`src/design/rpa_pkg.sv`:
```
// Shared constants for the resampler position advance block.
// Used by rpa_divider and resampler_position_advance_core; no dependencies.
`default_nettype none
package rpa_pkg;
   localparam int POS_W   = 30;
   localparam int REM_W   = 32;
   localparam int STEP_W  = 24;
   localparam int FLEN_W  = 20;
   localparam int CSR_W   = 32;
   localparam int CSR_IDX_W = 2;

   localparam logic [CSR_IDX_W-1:0] CSR_STEP_SIZE        = 2'd0;
   localparam logic [CSR_IDX_W-1:0] CSR_STEP_REMAINDER   = 2'd1;
   localparam logic [CSR_IDX_W-1:0] CSR_STEP_DENOMINATOR = 2'd2;
   localparam logic [CSR_IDX_W-1:0] CSR_FILTER_LENGTH    = 2'd3;
endpackage
`default_nettype wire

```
`src/design/rpa_divider.sv`:
```
// Iterative restoring divider, one quotient bit per cycle.
// Depends on rpa_pkg for the divisor width.
`default_nettype none
module rpa_divider #(
   parameter int DW = 49
) (
   input  wire logic                      clock,
   input  wire logic                      reset,
   input  wire logic                      start,
   input  wire logic [DW-1:0]             dividend,
   input  wire logic [rpa_pkg::REM_W-1:0] divisor,
   output logic                           done,
   output logic [DW-1:0]                  quotient,
   output logic [rpa_pkg::REM_W-1:0]      remainder
);
   localparam int RW = rpa_pkg::REM_W;
   localparam int CW = $clog2(DW + 1);

   logic            busy_ff, busy_in;
   logic            done_ff, done_in;
   logic [CW-1:0]   cnt_ff, cnt_in;
   logic [DW-1:0]   quo_ff, quo_in;
   logic [RW-1:0]   rem_ff, rem_in;
   logic [RW-1:0]   dsr_ff, dsr_in;
   logic [RW:0]     trial;
   logic [RW:0]     diff;

   always_comb begin
      trial   = {rem_ff, quo_ff[DW-1]};
      diff    = trial - {1'b0, dsr_ff};
      busy_in = busy_ff;
      done_in = 1'b0;
      cnt_in  = cnt_ff;
      quo_in  = quo_ff;
      rem_in  = rem_ff;
      dsr_in  = dsr_ff;
      if (start) begin
         busy_in = 1'b1;
         cnt_in  = CW'(DW);
         quo_in  = dividend;
         rem_in  = '0;
         dsr_in  = divisor;
      end else if (busy_ff) begin
         // The partial remainder stays below the divisor, so one extra bit suffices.
         if (!diff[RW]) begin
            rem_in = diff[RW-1:0];
            quo_in = {quo_ff[DW-2:0], 1'b1};
         end else begin
            rem_in = trial[RW-1:0];
            quo_in = {quo_ff[DW-2:0], 1'b0};
         end
         cnt_in = cnt_ff - CW'(1);
         if (cnt_ff == CW'(1)) begin
            busy_in = 1'b0;
            done_in = 1'b1;
         end
      end
   end

   always_ff @(posedge clock) begin
      if (reset) begin
         busy_ff <= 1'b0;
         done_ff <= 1'b0;
         cnt_ff  <= '0;
      end else begin
         busy_ff <= busy_in;
         done_ff <= done_in;
         cnt_ff  <= cnt_in;
      end
      quo_ff <= quo_in;
      rem_ff <= rem_in;
      dsr_ff <= dsr_in;
   end

   assign done      = done_ff;
   assign quotient  = quo_ff;
   assign remainder = rem_ff;
endmodule
`default_nettype wire

```
`src/design/resampler_position_advance_core.sv`:
```
// Top level of the resampler position advance block.
// Depends on rpa_pkg and rpa_divider.
//
// Each item on the req_ channel describes one mix call: source frame count,
// fixed-point source position, destination frame count and offset, and the
// rational position remainder. One result item leaves on the rsp_ channel:
// new position, new offset, new remainder and source frames consumed.
// The csr_ port writes step size, remainder step, denominator and filter
// length; writes land at the clock edge where csr_we is high.
// One item is worked on at a time; req_tready is high only while idle.
// One shared bit-serial divider does both divisions. An item with nothing
// to mix skips the divider; with no rational step it uses the divider once,
// with a rational step twice, and then rolls back the overshooting steps,
// one per cycle. The divider width DW is 49 with default parameters.
// A finished item waits in the output register, and the next item is
// accepted meanwhile; a stalled receiver holds that register and only
// blocks finishing of the following item. Reset is synchronous and clears
// the sequencer, the output valid and the configuration registers to their reset values.
`default_nettype none
module resampler_position_advance_core #(
   parameter int FRAC_BITS        = 13,
   parameter int FRAME_COUNT_BITS = 16
) (
   input  wire logic clock,
   input  wire logic reset,
   input  wire logic req_tvalid,
   output logic      req_tready,
   // source count, source position, destination count, destination offset,
   // position remainder
   input  wire logic [((3*FRAME_COUNT_BITS+62+7)/8)*8-1:0] req_tdata,
   output logic      rsp_tvalid,
   input  wire logic rsp_tready,
   // new position, new offset, new remainder, frames consumed
   output logic [((2*FRAME_COUNT_BITS+63+7)/8)*8-1:0] rsp_tdata,
   input  wire logic                                 csr_we,
   input  wire logic [rpa_pkg::CSR_IDX_W-1:0]        csr_index,
   input  wire logic [rpa_pkg::CSR_W-1:0]            csr_wdata
);
   localparam int FB   = FRAME_COUNT_BITS;
   localparam int PSW  = rpa_pkg::POS_W;
   localparam int RW   = rpa_pkg::REM_W;
   localparam int SW   = rpa_pkg::STEP_W;
   localparam int LW   = rpa_pkg::FLEN_W;
   localparam int OUT_W = ((2*FB+63+7)/8)*8;
   localparam int CNW  = FB + 1;
   localparam int PW   = ((FB + FRAC_BITS > 34) ? FB + FRAC_BITS : 34) + 3;
   localparam int DW   = (PW > FB + 33) ? PW : FB + 33;

   localparam int I_POS = FB;
   localparam int I_DC  = FB + PSW;
   localparam int I_DO  = 2*FB + PSW;
   localparam int I_REM = 3*FB + PSW;
   localparam int O_OFF = PSW;
   localparam int O_REM = PSW + FB;
   localparam int O_CON = PSW + FB + RW;

   localparam logic signed [PW-1:0] POS_MAX = PW'((64'sd1 <<< (PSW-1)) - 64'sd1);
   localparam logic signed [PW-1:0] POS_MIN = PW'(-(64'sd1 <<< (PSW-1)));
   localparam logic [CNW-1:0]       CON_MAX = '1;

   localparam logic [2:0] ST_IDLE = 3'd0;
   localparam logic [2:0] ST_DIV1 = 3'd1;
   localparam logic [2:0] ST_MUL  = 3'd2;
   localparam logic [2:0] ST_DIV2 = 3'd3;
   localparam logic [2:0] ST_ROLL = 3'd4;
   localparam logic [2:0] ST_FIN  = 3'd5;

   // Configuration registers.
   logic [SW-1:0] step_ff;
   logic [RW-1:0] step_rem_ff;
   logic [RW-1:0] step_den_ff;
   logic [LW-1:0] flen_ff;

   always_ff @(posedge clock) begin
      if (reset) begin
         step_ff      <= SW'(8192);
         step_rem_ff  <= '0;
         step_den_ff  <= RW'(1);
         flen_ff      <= LW'(1);
      end else if (csr_we) begin
         unique case (csr_index)
            rpa_pkg::CSR_STEP_SIZE:        step_ff      <= csr_wdata[SW-1:0];
            rpa_pkg::CSR_STEP_REMAINDER:   step_rem_ff  <= csr_wdata[RW-1:0];
            rpa_pkg::CSR_STEP_DENOMINATOR: step_den_ff  <= csr_wdata[RW-1:0];
            rpa_pkg::CSR_FILTER_LENGTH:    flen_ff      <= csr_wdata[LW-1:0];
         endcase
      end
   end

   logic [SW-1:0] step_eff;
   logic [RW-1:0] den_eff;
   logic [RW-1:0] smod_eff;
   logic signed [PW-1:0] step_s;
   logic signed [PW-1:0] flen_s;

   always_comb begin
      step_eff = (step_ff == '0) ? SW'(1) : step_ff;
      den_eff  = (step_den_ff == '0) ? RW'(1) : step_den_ff;
      smod_eff = (step_rem_ff < den_eff) ? step_rem_ff : '0;
      step_s   = $signed(PW'(step_eff));
      flen_s   = $signed(PW'(flen_ff));
   end

   // Input fields.
   logic [FB-1:0]         in_src;
   logic signed [PSW-1:0] in_pos;
   logic [FB-1:0]         in_dc;
   logic [FB-1:0]         in_do;
   logic [RW-1:0]         in_rem;
   logic signed [PW-1:0]  in_pos_s;
   logic signed [PW-1:0]  in_end_s;
   logic                  in_mix;

   always_comb begin
      in_src   = req_tdata[FB-1:0];
      in_pos   = $signed(req_tdata[I_DC-1:I_POS]);
      in_dc    = req_tdata[I_DO-1:I_DC];
      in_do    = req_tdata[I_REM-1:I_DO];
      in_rem   = req_tdata[I_REM+RW-1:I_REM];
      in_pos_s = PW'(in_pos);
      in_end_s = $signed(PW'(in_src) << FRAC_BITS) - flen_s + $signed(PW'(1));
      in_mix   = (in_do < in_dc) && (in_pos_s < in_end_s);
   end

   // Sequencer and working registers.
   logic [2:0]           state_ff, state_in;
   logic signed [PW-1:0] pos_ff, pos_in;
   logic signed [PW-1:0] pos0_ff, pos0_in;
   logic signed [PW-1:0] end_ff, end_in;
   logic [FB-1:0]        off_ff, off_in;
   logic [FB-1:0]        space_ff, space_in;
   logic [FB-1:0]        avail_ff, avail_in;
   logic [RW-1:0]        pmod_ff, pmod_in;
   logic                 mix_ff, mix_in;
   logic                 rsp_valid_ff, rsp_valid_in;
   logic [OUT_W-1:0]     rsp_data_ff, rsp_data_in;

   logic                 div_start;
   logic [DW-1:0]        div_dividend;
   logic [RW-1:0]        div_divisor;
   logic                 div_done;
   logic [DW-1:0]        div_quo;
   logic [RW-1:0]        div_rem;

   rpa_divider #(.DW(DW)) u_div (
      .clock     (clock),
      .reset     (reset),
      .start     (div_start),
      .dividend  (div_dividend),
      .divisor   (div_divisor),
      .done      (div_done),
      .quotient  (div_quo),
      .remainder (div_rem)
   );

   logic [DW:0]          est;
   logic [FB+SW-1:0]     adv_prod;
   logic [FB+RW-1:0]     rem_prod;
   logic                 roll_lt;
   logic signed [PW-1:0] prev_pos;
   logic [RW:0]          pmod_wide;
   logic signed [PW-1:0] after_fr;
   logic signed [PW-1:0] before_fr;
   logic signed [PW-1:0] con_diff;
   logic [CNW-1:0]       con_out;
   logic signed [PW-1:0] pos_sat;
   logic                 out_free;

   always_comb begin
      est       = {1'b0, div_quo} + (DW+1)'(1);
      adv_prod  = avail_ff * step_eff;
      rem_prod  = avail_ff * smod_eff;
      roll_lt   = pmod_ff < smod_eff;
      prev_pos  = pos_ff - step_s - $signed(PW'(roll_lt));
      pmod_wide = roll_lt ? ({1'b0, pmod_ff} + {1'b0, den_eff} - {1'b0, smod_eff})
                          : ({1'b0, pmod_ff} - {1'b0, smod_eff});
      // Arithmetic shift rounds negative frame positions toward minus infinity.
      after_fr  = (pos_ff + flen_s - $signed(PW'(1))) >>> FRAC_BITS;
      before_fr = (pos0_ff + flen_s - $signed(PW'(1))) >>> FRAC_BITS;
      con_diff  = after_fr - before_fr;
      if (!mix_ff || con_diff < $signed(PW'(0)))
         con_out = '0;
      else if (con_diff > $signed(PW'(CON_MAX)))
         con_out = CON_MAX;
      else
         con_out = con_diff[CNW-1:0];
      if (pos_ff > POS_MAX)
         pos_sat = POS_MAX;
      else if (pos_ff < POS_MIN)
         pos_sat = POS_MIN;
      else
         pos_sat = pos_ff;
      out_free = !rsp_valid_ff || rsp_tready;
   end

   always_comb begin
      state_in     = state_ff;
      pos_in       = pos_ff;
      pos0_in      = pos0_ff;
      end_in       = end_ff;
      off_in       = off_ff;
      space_in     = space_ff;
      avail_in     = avail_ff;
      pmod_in      = pmod_ff;
      mix_in       = mix_ff;
      rsp_valid_in = rsp_valid_ff && !rsp_tready;
      rsp_data_in  = rsp_data_ff;
      div_start    = 1'b0;
      div_dividend = DW'(in_end_s - in_pos_s - $signed(PW'(1)));
      div_divisor  = RW'(step_eff);

      unique case (state_ff)
         ST_IDLE: begin
            if (req_tvalid) begin
               pos_in   = in_pos_s;
               pos0_in  = in_pos_s;
               end_in   = in_end_s;
               off_in   = in_do;
               space_in = in_dc - in_do;
               pmod_in  = in_rem;
               mix_in   = in_mix;
               if (in_mix) begin
                  div_start = 1'b1;
                  state_in  = ST_DIV1;
               end else begin
                  state_in  = ST_FIN;
               end
            end
         end
         ST_DIV1: begin
            if (div_done) begin
               avail_in = (est < (DW+1)'(space_ff)) ? est[FB-1:0] : space_ff;
               state_in = ST_MUL;
            end
         end
         ST_MUL: begin
            pos_in = pos_ff + $signed(PW'(adv_prod));
            off_in = off_ff + avail_ff;
            div_dividend = DW'(pmod_ff) + DW'(rem_prod);
            div_divisor  = den_eff;
            if (smod_eff != '0) begin
               div_start = 1'b1;
               state_in  = ST_DIV2;
            end else begin
               state_in  = ST_FIN;
            end
         end
         ST_DIV2: begin
            if (div_done) begin
               pos_in   = pos_ff + $signed(PW'(div_quo));
               pmod_in  = div_rem;
               state_in = ST_ROLL;
            end
         end
         ST_ROLL: begin
            // Step back while the previous step still lands at or past the end.
            if (prev_pos >= end_ff) begin
               pos_in  = prev_pos;
               pmod_in = pmod_wide[RW-1:0];
               off_in  = off_ff - FB'(1);
            end else begin
               state_in = ST_FIN;
            end
         end
         ST_FIN: begin
            if (out_free) begin
               rsp_valid_in = 1'b1;
               rsp_data_in  = '0;
               rsp_data_in[PSW-1:0]       = pos_sat[PSW-1:0];
               rsp_data_in[O_REM-1:O_OFF] = off_ff;
               rsp_data_in[O_CON-1:O_REM] = pmod_ff;
               rsp_data_in[O_CON+CNW-1:O_CON] = con_out;
               state_in = ST_IDLE;
            end
         end
         default: state_in = ST_IDLE;
      endcase
   end

   always_ff @(posedge clock) begin
      if (reset) begin
         state_ff     <= ST_IDLE;
         rsp_valid_ff <= 1'b0;
      end else begin
         state_ff     <= state_in;
         rsp_valid_ff <= rsp_valid_in;
      end
      pos_ff      <= pos_in;
      pos0_ff     <= pos0_in;
      end_ff      <= end_in;
      off_ff      <= off_in;
      space_ff    <= space_in;
      avail_ff    <= avail_in;
      pmod_ff     <= pmod_in;
      mix_ff      <= mix_in;
      rsp_data_ff <= rsp_data_in;
   end

   assign req_tready = (state_ff == ST_IDLE);
   assign rsp_tvalid = rsp_valid_ff;
   assign rsp_tdata  = rsp_data_ff;
endmodule
`default_nettype wire
```
`config.mk`:
```
export PLATFORM = sky130hd
export DESIGN_NAME = resampler_position_advance_core
export DESIGN_NICKNAME = d
export VERILOG_FILES = /design/src/design/rpa_pkg.sv /design/src/design/rpa_divider.sv /design/src/design/resampler_position_advance_core.sv
export SDC_FILE = /design/constraint.sdc
export NUM_CORES = 2
export LEC_CHECK = 0
export BUFFER_PORTS_ARGS = -buffer_cell sky130_fd_sc_hd__buf_4
export CELL_PAD_IN_SITES_DETAIL_PLACEMENT = 1
export CELL_PAD_IN_SITES_GLOBAL_PLACEMENT = 2
export CORE_MARGIN = 5
export CORE_UTILIZATION = 44
export DETAILED_ROUTE_END_ITERATION = 7
export GPL_ROUTABILITY_DRIVEN = 0
export GPL_TIMING_DRIVEN = 0
export PLACE_DENSITY_LB_ADDON = 0.1
export SLEW_MARGIN = 5
export SYNTH_ARGS = -nofsm -noshare
export SYNTH_HDL_FRONTEND = slang
export SYNTH_HIERARCHICAL = 1
export SYNTH_SLANG_ARGS = --single-unit
```
`constraint.sdc`:
```
create_clock -name clock -period 18.66 [get_ports clock]
set_input_delay 3.732 -clock clock [delete_from_list [all_inputs] [get_ports clock]]
set_output_delay 3.732 -clock clock [all_outputs]
set_load 0.05 [all_outputs]
```
==> impl_metrics.prom <==
# TYPE chip_impl_metric gauge
chip_impl_metric{name="grt_pass1_wl",unit="µm"} 450000
chip_impl_metric{name="synth_enable_flop_cells",unit=""} 355
chip_impl_metric{name="clock_tree.htree_level_count",unit=""} 3
chip_impl_info{name="synth_area_leaders",value="sky130_fd_sc_hd__fa_1, sky130_fd_sc_hd__edfxtp_1, sky130_fd_sc_hd__ha_1"} 1
chip_impl_metric{name="synthesis.area",unit="mm²"} 0.0725
chip_impl_metric{name="slew_violations",unit=""} 31
chip_impl_metric{name="numCtsBuffers",unit=""} 70
chip_impl_info{name="synthDominantAreaCellType",value="sky130_fd_sc_hd__fa_1"} 1
chip_impl_info{name="grt_setup_unrepaired",value="no"} 1
chip_impl_metric{name="synth_compound_gate_area_share",unit="%"} 14.0
chip_impl_metric{name="ir_worst_vdd",unit="V"} 0.000177
chip_impl_metric{name="synth-async-reset-ratio",unit="%"} 0
chip_impl_metric{name="pre_cts_slack",unit="ns"} 1.58
chip_impl_metric{name="postCtsResizedCells",unit=""} 0
chip_impl_info{name="tritoncts",value="done"} 1
chip_impl_metric{name="buffer_ports.inserted",unit=""} 242
chip_impl_metric{name="synthesis.nets",unit=""} 10100
chip_impl_metric{name="total_track_usage",unit="%"} 35.2
chip_impl_metric{name="stdcell_count",unit=""} 11000
chip_impl_metric{name="detail_route.vias_per_cell",unit=""} 5.87
chip_impl_metric{name="finalHoldViolations",unit=""} 0
chip_impl_info{name="root_buffer_master",value="sky130_fd_sc_hd__clkbuf_16"} 1
chip_impl_metric{name="area.growth.synth_to_final",unit="%"} 10.1
chip_impl_metric{name="buffers_from_clock_root_to_sink_at_most",unit=""} 3
chip_impl_metric{name="post_synth_fa_ha_maj_area_fraction",unit="%"} 35.6
chip_impl_metric{name="die_extent_in_x",unit="µm"} 416
chip_impl_info{name="post-synth-top-count-cell",value="sky130_fd_sc_hd__inv_1"} 1
chip_impl_metric{name="critPathRequiredTime",unit="ns"} 19.01
chip_impl_metric{name="final.setup.worst_slack",unit="ns"} 1.30
chip_impl_metric{name="period_share",unit="%"} 93.1
chip_impl_metric{name="max_slew.worst_pin.slew",unit="ns"} 1.56
chip_impl_metric{name="rows",unit=""} 149
chip_impl_metric{name="synthCells",unit=""} 8427
chip_impl_metric{name="sw_frac_of_total",unit="%"} 54.4
chip_impl_info{name="crit_slowest_cell",value="sky130_fd_sc_hd__nor4_1"} 1
chip_impl_metric{name="cts_num_sinks",unit=""} 507
chip_impl_metric{name="post_cts_hold_buffer_count",unit=""} 0
chip_impl_metric{name="vertical_die_dimension",unit="µm"} 416
chip_impl_metric{name="initialDrtViolationCount",unit=""} 5837
chip_impl_metric{name="area_enclosed_by_the_die_boundary",unit="mm²"} 0.173
chip_impl_metric{name="max-slew-margin-rel",unit="%"} -4.10
chip_impl_info{name="synth.top_cells.by_count",value="sky130_fd_sc_hd__inv_1, sky130_fd_sc_hd__nand2_1, sky130_fd_sc_hd__fa_1"} 1
chip_impl_info{name="worstSetupStartpointType",value="flip-flop"} 1
chip_impl_metric{name="number_of_routed_nets_with_antenna_violations",unit=""} 0
chip_impl_metric{name="dr.pass1.iters",unit=""} 7
chip_impl_metric{name="timing.clock.skew",unit="ns"} 0.0708
chip_impl_metric{name="power_report.internal_total",unit="mW"} 5.76
chip_impl_metric{name="share_clk_of_total_power",unit="%"} 11.7
chip_impl_metric{name="post-dp-hpwl",unit="µm"} 262000
chip_impl_metric{name="placedCellCount",unit=""} 10900
chip_impl_metric{name="synthSimpleGateAreaFrac",unit="%"} 15.6
chip_impl_metric{name="num-nets-final",unit=""} 10500
chip_impl_info{name="synthFlopType",value="sky130_fd_sc_hd__edfxtp_1"} 1
chip_impl_metric{name="setup_violations",unit=""} 0
chip_impl_metric{name="worst-path-max-fanout",unit=""} 22
chip_impl_metric{name="power_per_cell_area",unit="mW/mm²"} 158
chip_impl_metric{name="power_frac_seq",unit="%"} 16.4
chip_impl_metric{name="synth.lib_cells_used.distinct",unit=""} 111
chip_impl_metric{name="insertion_delay",unit="ns"} 0.72
chip_impl_metric{name="ys_ff_latch",unit=""} 507
chip_impl_metric{name="drt_drc_violations_left",unit=""} 0
chip_impl_metric{name="power.switching",unit="mW"} 6.86
chip_impl_metric{name="final_period_minus_worst_setup_slack",unit="ns"} 17.36
chip_impl_metric{name="hold_slack",unit="ns"} 0.462
chip_impl_metric{name="initial_core_util",unit="%"} 44.1
chip_impl_metric{name="routed_wire_length_per_instance",unit="µm"} 28.2
chip_impl_info{name="failed_checks",value="capacitance limit, slew limit"} 1
chip_impl_metric{name="power_frac_comb",unit="%"} 71.9
chip_impl_metric{name="synth_top_area_share",unit="%"} 23.0
chip_impl_metric{name="cap_viol_max_count",unit=""} 3
chip_impl_metric{name="postSynthAreaPerCell",unit="µm²"} 8.60
chip_impl_metric{name="critPathArrivalTime",unit="ns"} 17.72
chip_impl_metric{name="clk_transition_reported_paths",unit="ns"} 0.06
chip_impl_metric{name="grt_overflow",unit=""} 0
chip_impl_metric{name="xor_xnor_share_of_the_synthesized_area",unit="%"} 4.76
chip_impl_metric{name="wl",unit="µm"} 310000
chip_impl_metric{name="ys_seq_area_share",unit="%"} 18.9
chip_impl_metric{name="power.total",unit="mW"} 12.6
chip_impl_metric{name="first_global_vias",unit=""} 67000
chip_impl_info{name="critPathCaptureType",value="flip-flop"} 1
chip_impl_metric{name="vias",unit=""} 64600
chip_impl_metric{name="highest_achievable_clock_rate",unit="GHz"} 0.0576
chip_impl_metric{name="yosys_warnings",unit=""} 6
chip_impl_metric{name="cts_post_setup_buffers_inserted",unit=""} 0
chip_impl_metric{name="grt_start_max_net_pins",unit=""} 50
chip_impl_info{name="combinational_family_with_the_most_area_after_synthesis",value="adder cells"} 1
chip_impl_info{name="run_status",value="complete, but fails checks"} 1
chip_impl_info{name="worst_hold_path_type",value="reg -> reg"} 1
chip_impl_metric{name="antenna_found_initial",unit=""} 24
chip_impl_info{name="worstSetupPathType",value="reg -> reg"} 1
chip_impl_metric{name="synth.mux.area_fraction",unit="%"} 1.57
chip_impl_metric{name="area_of_the_core",unit="mm²"} 0.164
chip_impl_metric{name="layout-drive-gt1-share",unit="%"} 6.13
chip_impl_metric{name="power.leakage",unit="nW"} 36.5
chip_impl_metric{name="crit_path_max_incr_delay",unit="ns"} 0.89
chip_impl_metric{name="io-pin-count",unit=""} 249
chip_impl_metric{name="setup_total_negative_slack",unit="ns"} 0
-- power groups by stage --
stage,sequential [mW],clock [mW],combinational (mW)
detailed placement,2.07,0,8.81
global placement,2.10,0,8.56
floorplan,1.99,0,5.88
global route,2.08,1.54,9.85
finish,2.07,1.48,9.08
CTS,2.05,1.50,8.92
-- cell families (layout without fill, tap and decap cells) --
family / Yosys count / count (layout)
AOI/OAI and AO/OA: 1599 / 1599
buffers and inverters: 1824 / 2204
DFF: 507 / 507
other: 1 / 14
xor gates and xnor gates: 394 / 394
muxes: 102 / 102
adders and majority gates: 1564 / 1564
and+or+nand+nor: 2436 / 2436
-- area by class of cell --
type / instances / area [µm²]
Antenna cell: 13 / 32.5
Tap cell: 2189 / 2740
Sequential cell: 507 / 13700
Fill cell: 19600 / 84600
Inverter: 1403 / 5270
Buffer: 421 / 1630
Multi-Input combinational cell: 6096 / 52000
Clock buffer: 85 / 1900
Clock inverter: 42 / 554
Timing Repair Buffer: 253 / 2000
-- state kept, by name (all words and copies together), names as in the netlist --
| register | count |
|---|---|
| pmod_ff | 32 |
| avail_ff | 16 |
| rsp_tvalid | 1 |
| rsp_tdata | 95 |
| space_ff | 16 |
| u_div/done | 1 |
| off_ff | 16 |
| u_div/cnt_ff | 6 |
| pos_ff | 37 |
| step_rem_ff | 32 |
| u_div/remainder | 32 |
| u_div/busy_ff | 1 |
| pos0_ff | 30 |
| state_ff | 3 |
| mix_ff | 1 |
| u_div/dsr_ff | 32 |
| flen_ff | 20 |
| step_ff | 24 |
| u_div/quotient | 49 |
| end_ff | 31 |
| step_den_ff | 32 |
-- through the flow --
step	util [%]	instance area [µm²]
4_1_cts	48.5	79800
3_5_place_dp	47.0	77300
3_3_place_gp	46.9	77000
6_report	48.5	79800
5_1_grt	48.5	79800
2_1_floorplan	-	72500
-- cell usage in the layout, fill, tap and decap left out, drive strengths merged, types with 48 or more instances in the layout --
master,count
nand2,1229
nor2,332
xnor2,260
a21o,221
nand2b,48
nand4,66
nand3,117
nor2b,57
nor3,80
buf,280
and2,156
inv,1409
xor2,134
o21ai,350
dfxtp,152
nor4,52
fa,831
mux2,68
and3,173
clkbuf,479
ha,733
a21oi,497
o21a,65
edfxtp,355
-- worst max-delay path: cells and delay by family (launching register included) --
| family | cells | cell delay [ns] |
|---|---|---|
| xor gates and xnor gates | 1 | 0.14 |
| DFF | 1 | 0.68 |
| adders and majority gates | 7 | 2.66 |
| and+or+nand+nor | 16 | 5.09 |
| AOI/OAI and AO/OA | 18 | 6.01 |
| buffers and inverters | 6 | 2.33 |
-- path summary, 6_finish.rpt --
| path | start | to | slack (ns) | cells past startpoint |
|---|---|---|---|---|
| setup / recovery | step_rem_ff[5]$_SDFFE_PP0P_ | pos_ff[22]$_DFFE_PP_ | 1.30 | 48 |
| hold / removal | flen_ff[13]$_SDFFE_PP0P_ | flen_ff[13]$_SDFFE_PP0P_ | 0.46 | 2 |
| setup reg to reg | step_rem_ff[5]$_SDFFE_PP0P_ | pos_ff[22]$_DFFE_PP_ | 1.30 | 48 |
| hold reg to reg | flen_ff[13]$_SDFFE_PP0P_ | flen_ff[13]$_SDFFE_PP0P_ | 0.46 | 2 |
-- routing by layer --
| metal | part of all wire [%] | global-route usage, % | vias up |
|---|---|---|---|
| met3 | 8.7 | 6.57 | 499 |
| met5 | 0.012 | 0 | - |
| met1 | 43 | 49.1 | 33100 |
| met4 | 4.6 | 13.8 | 6 |
| met2 | 44 | 54.3 | 2578 |
| li1 | - | - | 28400 |
Power figures use the tool's default switching activity.
